===== src/design/assert_macros.svh =====
// ----------------------------------------------------------------------------
// Assertion macros
// Shared concurrent assertion wrappers for the slot pool allocator.
// ----------------------------------------------------------------------------
`ifndef ASSERT_MACROS_SVH
`define ASSERT_MACROS_SVH

`ifndef ASSERT_OFF

// Property check on the rising clock edge, disabled while reset is high.
`define ASSERT_PROP(lbl, clk_s, rst_s, prop, msg) \
  lbl: assert property (@(posedge clk_s) disable iff (rst_s) (prop)) else $error(msg);

// Condition that must never be true outside reset.
`define ASSERT_NEVER(lbl, clk_s, rst_s, cond, msg) \
  lbl: assert property (@(posedge clk_s) disable iff (rst_s) !(cond)) else $error(msg);

`else

`define ASSERT_PROP(lbl, clk_s, rst_s, prop, msg)
`define ASSERT_NEVER(lbl, clk_s, rst_s, cond, msg)

`endif

`endif


===== src/design/spa_pkg.sv =====
// ----------------------------------------------------------------------------
// Slot pool allocator package
// Item types, operation codes and status codes shared by the allocator.
// ----------------------------------------------------------------------------
`default_nettype none

package spa_pkg;

  localparam int HANDLE_W = 9;
  localparam int LIMIT_W  = 9;

  localparam logic [1:0] FUNC_INSERT = 2'd0;
  localparam logic [1:0] FUNC_REMOVE = 2'd1;
  localparam logic [1:0] FUNC_QUERY  = 2'd2;

  localparam logic [1:0] ST_OK      = 2'd0;
  localparam logic [1:0] ST_FULL    = 2'd1;
  localparam logic [1:0] ST_INVALID = 2'd2;

  localparam logic [LIMIT_W-1:0] LIMIT_RESET = 9'd256;

  typedef struct packed {
    logic [1:0]          func;
    logic [HANDLE_W-1:0] handle;
  } cmd_item_t;

  typedef struct packed {
    logic [HANDLE_W-1:0] new_handle;
    logic [1:0]          status;
    logic [HANDLE_W-1:0] live_slots;
  } res_item_t;

endpackage

`default_nettype wire


===== src/design/spa_ram.sv =====
// ----------------------------------------------------------------------------
// Slot pool allocator RAM
// Simple dual-port synchronous RAM, one write and one registered read port.
// ----------------------------------------------------------------------------
`default_nettype none

module spa_ram #(
  parameter int WIDTH = 1,
  parameter int DEPTH = 2
) (
  input  wire logic                     clk,
  input  wire logic                     we,
  input  wire logic [$clog2(DEPTH)-1:0] waddr,
  input  wire logic [WIDTH-1:0]         wdata,
  input  wire logic                     re,
  input  wire logic [$clog2(DEPTH)-1:0] raddr,
  output logic      [WIDTH-1:0]         rdata
);

  logic [WIDTH-1:0] mem [DEPTH];

  always_ff @(posedge clk) begin
    if (we) begin
      mem[waddr] <= wdata;
    end
  end

  always_ff @(posedge clk) begin
    if (re) begin
      rdata <= mem[raddr];
    end
  end

endmodule

`default_nettype wire


===== src/design/slot_pool_allocator.sv =====
// ----------------------------------------------------------------------------
// Slot pool allocator
// Hands out, checks and recycles handles over a fixed set of slots.
// ----------------------------------------------------------------------------
// For each command item the live-bit memory and the free stack memory are
// first read (both are synchronous RAMs with a registered read port); then
// the allocator decides and writes both memories back. Because the memory
// read is followed by a read-modify-write of the same memories, a new item
// is not taken before the previous one is written back. A finished result
// sits in an output register, so a new command item is taken while the
// previous result is still waiting downstream; only when that register is
// still held by a stall does the write-back wait. An
// insert pops the most recently freed slot, or else appends the next slot
// never used, and returns slot index plus one; it reports pool full with a
// null handle when neither is possible. A remove checks the handle, clears
// the live bit and pushes the slot onto the free stack. A query reports
// whether the handle names a live slot; the unused function code acts as a
// query. Live bits need no clearing pass after reset: slots are appended in
// order, so every slot at or above the count of slots ever appended (live
// plus freed) reads as not live, and the block is ready right after reset.
// The slot limit register is written through its own port, which is always
// ready, and should only be changed while the allocator is idle.
// ----------------------------------------------------------------------------
`default_nettype none

`include "assert_macros.svh"

module slot_pool_allocator
  import spa_pkg::*;
#(
  parameter int SLOTS = 256
) (
  input  wire logic                 clk,
  input  wire logic                 rst,
  input  wire logic                 cmd_valid,
  output logic                      cmd_stall,
  input  wire cmd_item_t            cmd,
  output logic                      res_valid,
  input  wire logic                 res_stall,
  output res_item_t                 res,
  input  wire logic                 cfg_valid,
  output logic                      cfg_ready,
  input  wire logic [LIMIT_W-1:0]   cfg_data
);

  localparam int IDX_W = $clog2(SLOTS);
  localparam int CNT_W = $clog2(SLOTS + 1);
  // Working width for compares, wide enough for handles and counts.
  localparam int W     = (CNT_W > HANDLE_W) ? CNT_W + 1 : HANDLE_W + 1;

  typedef enum logic {
    S_IDLE,
    S_EXEC
  } state_t;

  state_t               state;
  logic [LIMIT_W-1:0]   slot_limit;
  logic [CNT_W-1:0]     live_count;
  logic [CNT_W-1:0]     free_depth;
  logic [1:0]           func_q;
  logic                 hnull_q;
  logic [W-1:0]         hidx_q;

  logic [CNT_W-1:0]     live_count_next;
  logic [CNT_W-1:0]     free_depth_next;
  res_item_t            res_next;

  logic                 accept;
  logic                 commit;
  logic [W-1:0]         eff_limit;
  logic [W-1:0]         high_mark;
  logic [W-1:0]         hidx_in;
  logic [CNT_W-1:0]     depth_minus_one;
  logic [W-1:0]         ins_idx;
  logic [W-1:0]         ins_handle;
  logic [W-1:0]         live_slots_w;
  logic                 has_free;
  logic                 ins_ok;
  logic                 h_ok;
  logic                 is_ins;
  logic                 is_rm;

  logic                 live_rdata;
  logic                 live_we;
  logic [IDX_W-1:0]     live_waddr;
  logic [IDX_W-1:0]     stack_rdata;
  logic                 stack_we;

  assign cmd_stall = (state != S_IDLE);
  assign cfg_ready = 1'b1;
  assign accept    = cmd_valid && !cmd_stall;
  assign commit    = (state == S_EXEC) && !(res_valid && res_stall);

  // Slot index named by the incoming handle; a null handle wraps and is
  // caught by the null flag.
  assign hidx_in         = W'(cmd.handle) - W'(1);
  assign depth_minus_one = free_depth - CNT_W'(1);

  spa_ram #(
    .WIDTH (1),
    .DEPTH (SLOTS)
  ) u_live_ram (
    .clk   (clk),
    .we    (live_we),
    .waddr (live_waddr),
    .wdata (is_ins),
    .re    (accept),
    .raddr (hidx_in[IDX_W-1:0]),
    .rdata (live_rdata)
  );

  spa_ram #(
    .WIDTH (IDX_W),
    .DEPTH (SLOTS)
  ) u_free_stack (
    .clk   (clk),
    .we    (stack_we),
    .waddr (free_depth[IDX_W-1:0]),
    .wdata (hidx_q[IDX_W-1:0]),
    .re    (accept),
    .raddr (depth_minus_one[IDX_W-1:0]),
    .rdata (stack_rdata)
  );

  always_comb begin
    eff_limit = (W'(slot_limit) < W'(SLOTS)) ? W'(slot_limit) : W'(SLOTS);
    high_mark = W'(live_count) + W'(free_depth);
    is_ins    = (func_q == FUNC_INSERT);
    is_rm     = (func_q == FUNC_REMOVE);
    has_free  = (free_depth != '0);
    ins_ok    = has_free || (W'(live_count) < eff_limit);
    ins_idx   = has_free ? W'(stack_rdata) : W'(live_count);
    ins_handle = ins_idx + W'(1);
    // Slots at or above the high mark were never appended and are not live.
    h_ok      = !hnull_q && (hidx_q < eff_limit) && (hidx_q < high_mark) && live_rdata;

    live_we    = commit && ((is_ins && ins_ok) || (is_rm && h_ok));
    live_waddr = is_ins ? ins_idx[IDX_W-1:0] : hidx_q[IDX_W-1:0];
    stack_we   = commit && is_rm && h_ok;

    live_count_next = live_count;
    free_depth_next = free_depth;
    res_next.new_handle = '0;
    res_next.status     = ST_OK;
    if (is_ins) begin
      if (ins_ok) begin
        live_count_next     = live_count + CNT_W'(1);
        res_next.new_handle = ins_handle[HANDLE_W-1:0];
        if (has_free) begin
          free_depth_next = free_depth - CNT_W'(1);
        end
      end else begin
        res_next.status = ST_FULL;
      end
    end else if (is_rm) begin
      if (h_ok) begin
        live_count_next = live_count - CNT_W'(1);
        free_depth_next = free_depth + CNT_W'(1);
      end else begin
        res_next.status = ST_INVALID;
      end
    end else begin
      res_next.status = h_ok ? ST_OK : ST_INVALID;
    end
    live_slots_w        = W'(live_count_next);
    res_next.live_slots = live_slots_w[HANDLE_W-1:0];
  end

  always_ff @(posedge clk) begin
    if (rst) begin
      state      <= S_IDLE;
      res_valid  <= 1'b0;
      live_count <= '0;
      free_depth <= '0;
      slot_limit <= LIMIT_RESET;
    end else begin
      if (cfg_valid && cfg_ready) begin
        slot_limit <= cfg_data;
      end
      // A new result refills the register in the same cycle the old one leaves.
      if (res_valid && !res_stall && !commit) begin
        res_valid <= 1'b0;
      end
      unique case (state)
        S_IDLE: begin
          if (accept) begin
            func_q  <= cmd.func;
            hnull_q <= (cmd.handle == '0);
            hidx_q  <= hidx_in;
            state   <= S_EXEC;
          end
        end
        S_EXEC: begin
          if (commit) begin
            live_count <= live_count_next;
            free_depth <= free_depth_next;
            res        <= res_next;
            res_valid  <= 1'b1;
            state      <= S_IDLE;
          end
        end
        default: begin
          state <= S_IDLE;
        end
      endcase
    end
  end

  // Live plus freed slots never exceed the pool.
  `ASSERT_PROP(a_high_mark, clk, rst, high_mark <= W'(SLOTS), "slot high mark beyond pool")
  // A successful insert raises the live count by exactly one.
  `ASSERT_PROP(a_ins_count, clk, rst,
               (commit && is_ins && ins_ok) |=> (live_count == $past(live_count) + CNT_W'(1)),
               "insert count step wrong")
  // A successful remove pushes exactly one slot.
  `ASSERT_PROP(a_rm_push, clk, rst,
               (commit && is_rm && h_ok) |=> (free_depth == $past(free_depth) + CNT_W'(1)),
               "remove push step wrong")
  // The result register is never overwritten while it is held by a stall.
  `ASSERT_NEVER(a_no_overwrite, clk, rst, commit && res_valid && res_stall,
                "result overwritten under stall")

endmodule

`default_nettype wire


===== config.mk =====
export PLATFORM = sky130hd
export DESIGN_NAME = slot_pool_allocator
export DESIGN_NICKNAME = d
export VERILOG_FILES = /design/src/design/spa_pkg.sv /design/src/design/spa_ram.sv /design/src/design/slot_pool_allocator.sv
export VERILOG_INCLUDE_DIRS = /design/src /design/src/design
export SDC_FILE = /design/constraint.sdc
export NUM_CORES = 2
export LEC_CHECK = 0
export ABC_AREA = 0
export BUFFER_PORTS_ARGS = -buffer_cell sky130_fd_sc_hd__clkbuf_2
export CAP_MARGIN = 20
export CORE_MARGIN = 3
export CORE_UTILIZATION = 62
export CTS_CLUSTER_DIAMETER = 150
export DETAILED_ROUTE_END_ITERATION = 16
export PLACE_DENSITY = 0.81
export SYNTH_ARGS = -nofsm -noshare
export SYNTH_HDL_FRONTEND = slang
export SYNTH_SLANG_ARGS = --single-unit

===== constraint.sdc =====
create_clock -name clk -period 8.93 [get_ports clk]
set_clock_uncertainty 0.1 [all_clocks]
set_input_delay 0.4465 -clock clk [delete_from_list [all_inputs] [get_ports clk]]
set_output_delay 0.4465 -clock clk [all_outputs]
set_load 0.03 [all_outputs]

======== Word level (Yosys, flattened, before mapping) ========
Memory sizes are Yosys's and may differ from the RTL's. A register that Yosys moved wholly into a read port is not among the register bits.
Cells that the tools add are included.
storage, ports and cells
  bits in registers ....................... 62
  bits in writable memories ............... 2304
  input bits .............................. 25
  output and inout bits ................... 23
  word-level logic and storage cells ...... 84
  memories ................................ 2
cells by class
  add/subtract/negate cells ............... 7
  order comparisons ....................... 4
  equality and inequality tests ........... 3
  mux-type cells .......................... 25
  bitwise gates (word level) .............. 2
  reduce and logical (&&, ||, !) cells .... 30
memory list
  name              depth  width  read ports  clocked after Yosys merged registers in  wr ports  RTL line       source
  u_free_stack.mem  256    8      1           1                                        1         spa_ram.sv:20  logic [WIDTH-1:0] mem [DEPTH];
  u_live_ram.mem    256    1      1           1                                        1         spa_ram.sv:20
operators by type and width
  kind                                                number
  two-way mux 9 bit                                   11
  adder 9 x 1 -> 9 bit (second input constant)        3
  subtractor 9 x 1 -> 9 bit (second input constant)   2
  logical AND 1 bit                                   13
  adder 9 x 9 -> 10 bit                               1
  < comparator 10 bit                                 1
  < comparator 10 x 9 -> 1 bit                        1
  two-way mux 1 bit                                   10
  subtractor 9 x 1 -> 10 bit (second input constant)  1
  zero test 9 bit                                     1
  < comparator 9 bit                                  1
  < comparator 9 bit (second input constant)          1
  nonzero test 9 bit                                  1
  two-way mux 8 bit                                   1
  AND reduction 3 bit                                 2
  AND reduction 6 bit                                 1
  zero test 1 bit                                     5
  two-way mux 2 bit                                   2
  != test 2 bit (second input constant)               2
  AND reduction 2 bit                                 2
  nonzero test 2 bit                                  2
  == test 2 x 1 -> 1 bit (second input constant)      1
  zero test 2 bit                                     1
  logical OR 1 bit                                    2
  other kinds (2)                                     3

======== Logic depth before layout (Yosys ltp) ========
  depth after elaboration ................. 11
  mapped depth ............................ 21

======== Cells and area by module ========
A second synthesis with hierarchy kept.
unflattened totals
  cell total of the unflattened synthesis .. 5017
  area, all modules ....................... 95148.8 µm²
modules (own cells, without submodules)
  module                  instances  cells each  area each (µm²)
  spa_ram (u_free_stack)  1          3733        79636.4
  spa_ram (u_live_ram)    1          788         11138.2
  slot_pool_allocator     1          496         4374.2

======== Worst setup path before layout ========
No wires, ideal clock.
  kind .................................... flip-flop to flip-flop
  start point ............................. reg hidx_q[3]
  end point ............................... mem u_free_stack.mem[191][0] in the netlist's numbering (enable)
  arrival time ............................ 6.238 ns
  required time ........................... 8.432 ns
  path slack .............................. 2.194 ns
  stages on the path, launching flop included .. 9
  path buffers ............................ 1
  clock period less this slack ............ 6.736 ns
  path through ............................ edfxtp_1 ha_1 a21o_1 a211oi_1 o21ai_1 a221oi_2 nand4b_2 clkbuf_1 nor4b_1
between the ends
  cells in the longest elaborated chain, start to end .. 7
ends and longest elaborated chain
  what                                       RTL line                    source
  start, declared                            slot_pool_allocator.sv:62   logic [W-1:0] hidx_q;
  start signal, assigned                     slot_pool_allocator.sv:189  hidx_q <= hidx_in;
  < comparator 10 x 9 -> 1 bit               slot_pool_allocator.sv:135  h_ok = !hnull_q && (hidx_q < eff_limit) && (hidx_q < high_mark) && live_rdata;
  logical AND 1 bit                          slot_pool_allocator.sv:135
  logical AND 1 bit * (2 in a row)           slot_pool_allocator.sv:135
  logical AND 1 bit *                        slot_pool_allocator.sv:139  stack_we = commit && is_rm && h_ok;
  two-way mux 1 bit *                        spa_ram.sv:23               if (we) begin
  two-way mux 1 bit (not written as such) *  spa_ram.sv:24               mem[waddr] <= wdata;
  end, declared                              spa_ram.sv:20
Mark *: on every way between the ends. The rest lies on a longest branch, timed or not.

======== Worst setup path after layout ========
  start point ............................. reg free_depth[0]
  end point ............................... mem u_free_stack.mem[56][4] in the netlist's numbering (enable)
between the ends
  cells in the longest elaborated chain, start to end .. 7
ends and longest elaborated chain
  what                                     RTL line                    source
  start, declared                          slot_pool_allocator.sv:59   logic [CNT_W-1:0] free_depth;
  start signal, assigned                   slot_pool_allocator.sv:196  free_depth <= free_depth_next;
  adder 9 x 9 -> 10 bit                    slot_pool_allocator.sv:127  high_mark = W'(live_count) + W'(free_depth);
  < comparator 10 bit                      slot_pool_allocator.sv:135
  logical AND 1 bit (2 in a row)           slot_pool_allocator.sv:135
  logical AND 1 bit                        slot_pool_allocator.sv:139
  two-way mux 1 bit                        spa_ram.sv:23
  two-way mux 1 bit (not written as such)  spa_ram.sv:24
Parallel ways exist; a longest one is shown, timed or not.

==> flow_metrics.env <==
export IMPL_finalCritPeriodShare_pct=79.7
export IMPL_async_flop_share_pct=0
export IMPL_synth_seq_cells=2375
export IMPL_io_pins=48
export IMPL_switchingPower_w=0.00462
export IMPL_worst_path_max_delay_cell="dfxtp_4"
export IMPL_clk_pin_slew_ns=0.07
export IMPL_grt_max_degree=167
export IMPL_p_int_w=0.0176
export IMPL_die_area_mm2=0.157
export IMPL_drive_above_1_share_pct=24.2
export IMPL_ys_flop_type="edfxtp_1"
export IMPL_grt_pass1_wl_mm=357
export IMPL_regArea_mm2=0.0710
export IMPL_dr_pass1_iters=6
export IMPL_crit_type="reg2reg"
export IMPL_multi_input_area_mm2=0.0225
export IMPL_ys_warn_count=0
export IMPL_tightest_slew_ns=1.12
export IMPL_io_buffers=46
export IMPL_postRouteAntennaNets=0
export IMPL_nets=4764
export IMPL_synth_edf_count=2346
export IMPL_vdd_drop_max_uv=197
export IMPL_run_status="complete, no violations"
export IMPL_maxSlewHeadroom_pct=25.5
export IMPL_worstPathRequired_ns=9.31
export IMPL_viasPerCell=7.14
export IMPL_drv_cap=0
export IMPL_p_comb_share_pct=2.5
export IMPL_synth_area_leader_cell="edfxtp_1"
export IMPL_critPathLaunch="free_depth[0]"
export IMPL_grt_usage_pct=31.8
export IMPL_slew_viol_final=0
export IMPL_crit_family="simple AND/OR/NAND/NOR gates"
export IMPL_num_vias=49200
export IMPL_hold_viol=0
export IMPL_grt_ovfl_total=0
export IMPL_p_leak_nw=31.2
export IMPL_synthCells=4608
export IMPL_power_density_mw_per_mm2=213
export IMPL_clk_path_buf_depth=3
export IMPL_rrSetupSlack_ns=1.82
export IMPL_synthDistinctLibCells=62
export IMPL_reg2reg_to="u_free_stack.mem[56][4]"
export IMPL_hold_class="in2reg"
export IMPL_yosysMostFrequentCell="edfxtp_1"
export IMPL_cts_sinks=2375
export IMPL_drt_total_wl_mm=246
export IMPL_fin_ws_ns=1.82
export IMPL_rsz0062_at_grt="no"
export IMPL_ff2ff_path_depth=20
export IMPL_syn_area_per_cell_um2=20.5
export IMPL_cts_max_level=4
export IMPL_die_x_um=397
export IMPL_drtIter0Drc=7773
export IMPL_gp_congestion=0.896
export IMPL_stdcell_area_mm2=0.104
export IMPL_crit_chain="ha_1 -> inv_1 -> fa_1 -> inv_1 -> a21oi_1 -> o21ai_0 -> a21oi_1 -> o21bai_1 -> a21o_1 -> a21oi_1 -> xor2_1 -> ha_1 -> nand4_1 -> o211ai_1 -> a221oi_2 -> nand4b_2 -> nor2_1 -> nand3_2 -> buf_4 -> nor2_1"
export IMPL_tritoncts="done"
export IMPL_cp_start_kind="register"
export IMPL_grt_pass1_vias=48500
export IMPL_p_sw_share_pct=20.8
export IMPL_reg2reg_from="free_depth[0]"
export IMPL_syn_num_nets=4677
export IMPL_antenna_found_initial=8
export IMPL_areaGrowthSynthToFinish_pct=10.3
export IMPL_yosys_top_cells_area="edfxtp_1 (74%), mux4_2 (17%), nor2_1 (2.2%)"
export IMPL_routedWlPerCell_um=35.6
export IMPL_tns_ns=0
export IMPL_setup_viol=0
export IMPL_initial_core_util_pct=62.8
export IMPL_post_place_ws_ns=1.85
export IMPL_cp_num_cells=20
export IMPL_root_buffer="clkbuf_16"
export IMPL_cp_common_cell="a21oi_1"
export IMPL_dpl_cell_area_mm2=0.0970
export IMPL_cpPeakStageDelay_ns=0.93
export IMPL_die_h_um=397
export IMPL_placementRows=142
export IMPL_cts_resized=0
export IMPL_cts_made_buffers=217
export IMPL_synthTopCellsByCount="edfxtp_1 (2346), mux4_2 (708), nor2_1 (566)"
export IMPL_worstSetupEndpointType="register"
export IMPL_synth_top_cell_area_share_pct=74.4
export IMPL_syn_area_mm2=0.0946
export IMPL_clkPwrFrac_pct=42.3
export IMPL_route_detailed_drc=0
export IMPL_place_detailed_hpwl_mm=137
export IMPL_fmax_ghz=0.141
export IMPL_fill_cells=8514
export IMPL_core_region_area_mm2=0.151
export IMPL_arrival_ns=7.50
export IMPL_cp_max_fo=50
export IMPL_period_needed_ns=7.11
export IMPL_seq_area_frac_synth_pct=75.1
export IMPL_critPathBufInv=3
export IMPL_seq_power_share_pct=55.2
export IMPL_crit_end="u_free_stack.mem[56][4]"
export IMPL_clkLatencyLatePin_ns=0.86
-- layout make-up --
class                           count  share of cell area (%)
Clock buffer                      265                    5.48
Clock inverter                    143                    1.33
Antenna cell                        1                 0.00240
Timing Repair Buffer              141                    1.13
Sequential cell                  2375                    68.0
Tap cell                         2016                    2.42
Inverter                           27                   0.102
Multi-Input combinational cell   1933                    21.5
-- worst register-to-register path, cell delays in order (launching register included) --
cell,delay (ns)
dfxtp_4,0.93
ha_1,0.35
inv_1,0.06
fa_1,0.39
inv_1,0.07
a21oi_1,0.05
o21ai_0,0.24
a21oi_1,0.11
o21bai_1,0.19
a21o_1,0.14
a21oi_1,0.07
xor2_1,0.15
ha_1,0.30
nand4_1,0.13
o211ai_1,0.11
a221oi_2,0.33
nand4b_2,0.60
nor2_1,0.49
nand3_2,0.62
buf_4,0.56
nor2_1,0.75
-- how the worst min path moves through the flow --
stage,slack [ns],from,cells past startpoint,end
3_5_place_dp,0.39,slot_limit[6],2,slot_limit[6]
2_1_floorplan,0.36,slot_limit[1],2,slot_limit[1]
3_3_place_gp,0.38,slot_limit[6],2,slot_limit[6]
4_1_cts,0.007,cmd[0],2,hidx_q[0]
5_1_grt,0.08,cmd[0],2,hidx_q[0]
6_report,0.05,cmd[0],2,hidx_q[0]
-- state kept, by name, summed over array words and instances, names as in the netlist, 2 cells and up --
name and flops:
hidx_q 10, live_count 9, u_free_stack.rdata 8, res 20, slot_limit 9, u_live_ram.mem 256
u_free_stack.mem 2048, func_q 2, free_depth 9
-- cell usage in the layout (no fill, tap or decap), drive strengths merged, types with 8 or more instances in the layout --
cell and n:
a211oi 10, a21o 9, a21oi 32, a221oi 17
a22o 17, a22oi 41, and2 17, and3 12
buf 68, bufinv 21, clkbuf 310, clkinv 98
clkinvlp 11, dfxtp 29, dlygate4sd3 28, edfxtp 2346
ha 43, inv 40, mux2i 24, mux4 708
nand2 181, nand2b 8, nand3 66, nand4 9
nor2 566, nor2b 13, nor3 24, o21ai 23
o221ai 9, xnor2 28, xor2 19
-- cell families (layout without fill, tap and decap cells) --
family	count (synthesis)	in the layout	synth area share, %
flip-flops	2375	2375	75.1
AND/OR/NAND/NOR	924	924	4.08
multiplexers	732	732	17.1
buffers and inverters	300	576	1.31
AO/OA/AOI/OAI	185	185	1.41
XOR/XNOR	47	47	0.435
adder cells (fa/ha/maj)	44	44	0.590
other	1	2	0.00396
-- metrics by stage --
stage               instances  util, %  hold slack [ns]  power [W]
finish                   6901     69.3           0.0478     0.0222
global route             6900     69.3           0.0848     0.0227
CTS                      6897     69.3          0.00725     0.0222
detailed placement       6461     64.4            0.393     0.0130
global placement         6460     64.3            0.383     0.0130
floorplan                4608        -            0.361     0.0128
-- power by group through the flow --
stage | Clock (W) | Combinational (W) | Sequential (W)
global route | 0.00983 | 0.000582 | 0.0122
floorplan | 0 | 0.000244 | 0.0126
finish | 0.00939 | 0.000555 | 0.0122
detailed placement | 0 | 0.000528 | 0.0125
global placement | 0 | 0.000521 | 0.0125
CTS | 0.00944 | 0.000547 | 0.0122
-- metal layers --
layer	GRT usage [%]	part of all wire (%)	up-vias
li1	-	-	19000
met1	43.8	34	25500
met2	50.1	49	4087
met3	7.38	12	617
met4	13.1	4.8	8
met5	0.216	0.023	-
-- repair_timing --
item | CTS | global route
setup buffers | 0 | 0
hold buffers | 28 | 0
setup endpoints to repair | 0 | 0
hold endpoints to repair | 18 | 0
No activity file was read; power rests on OpenSTA's default activity.
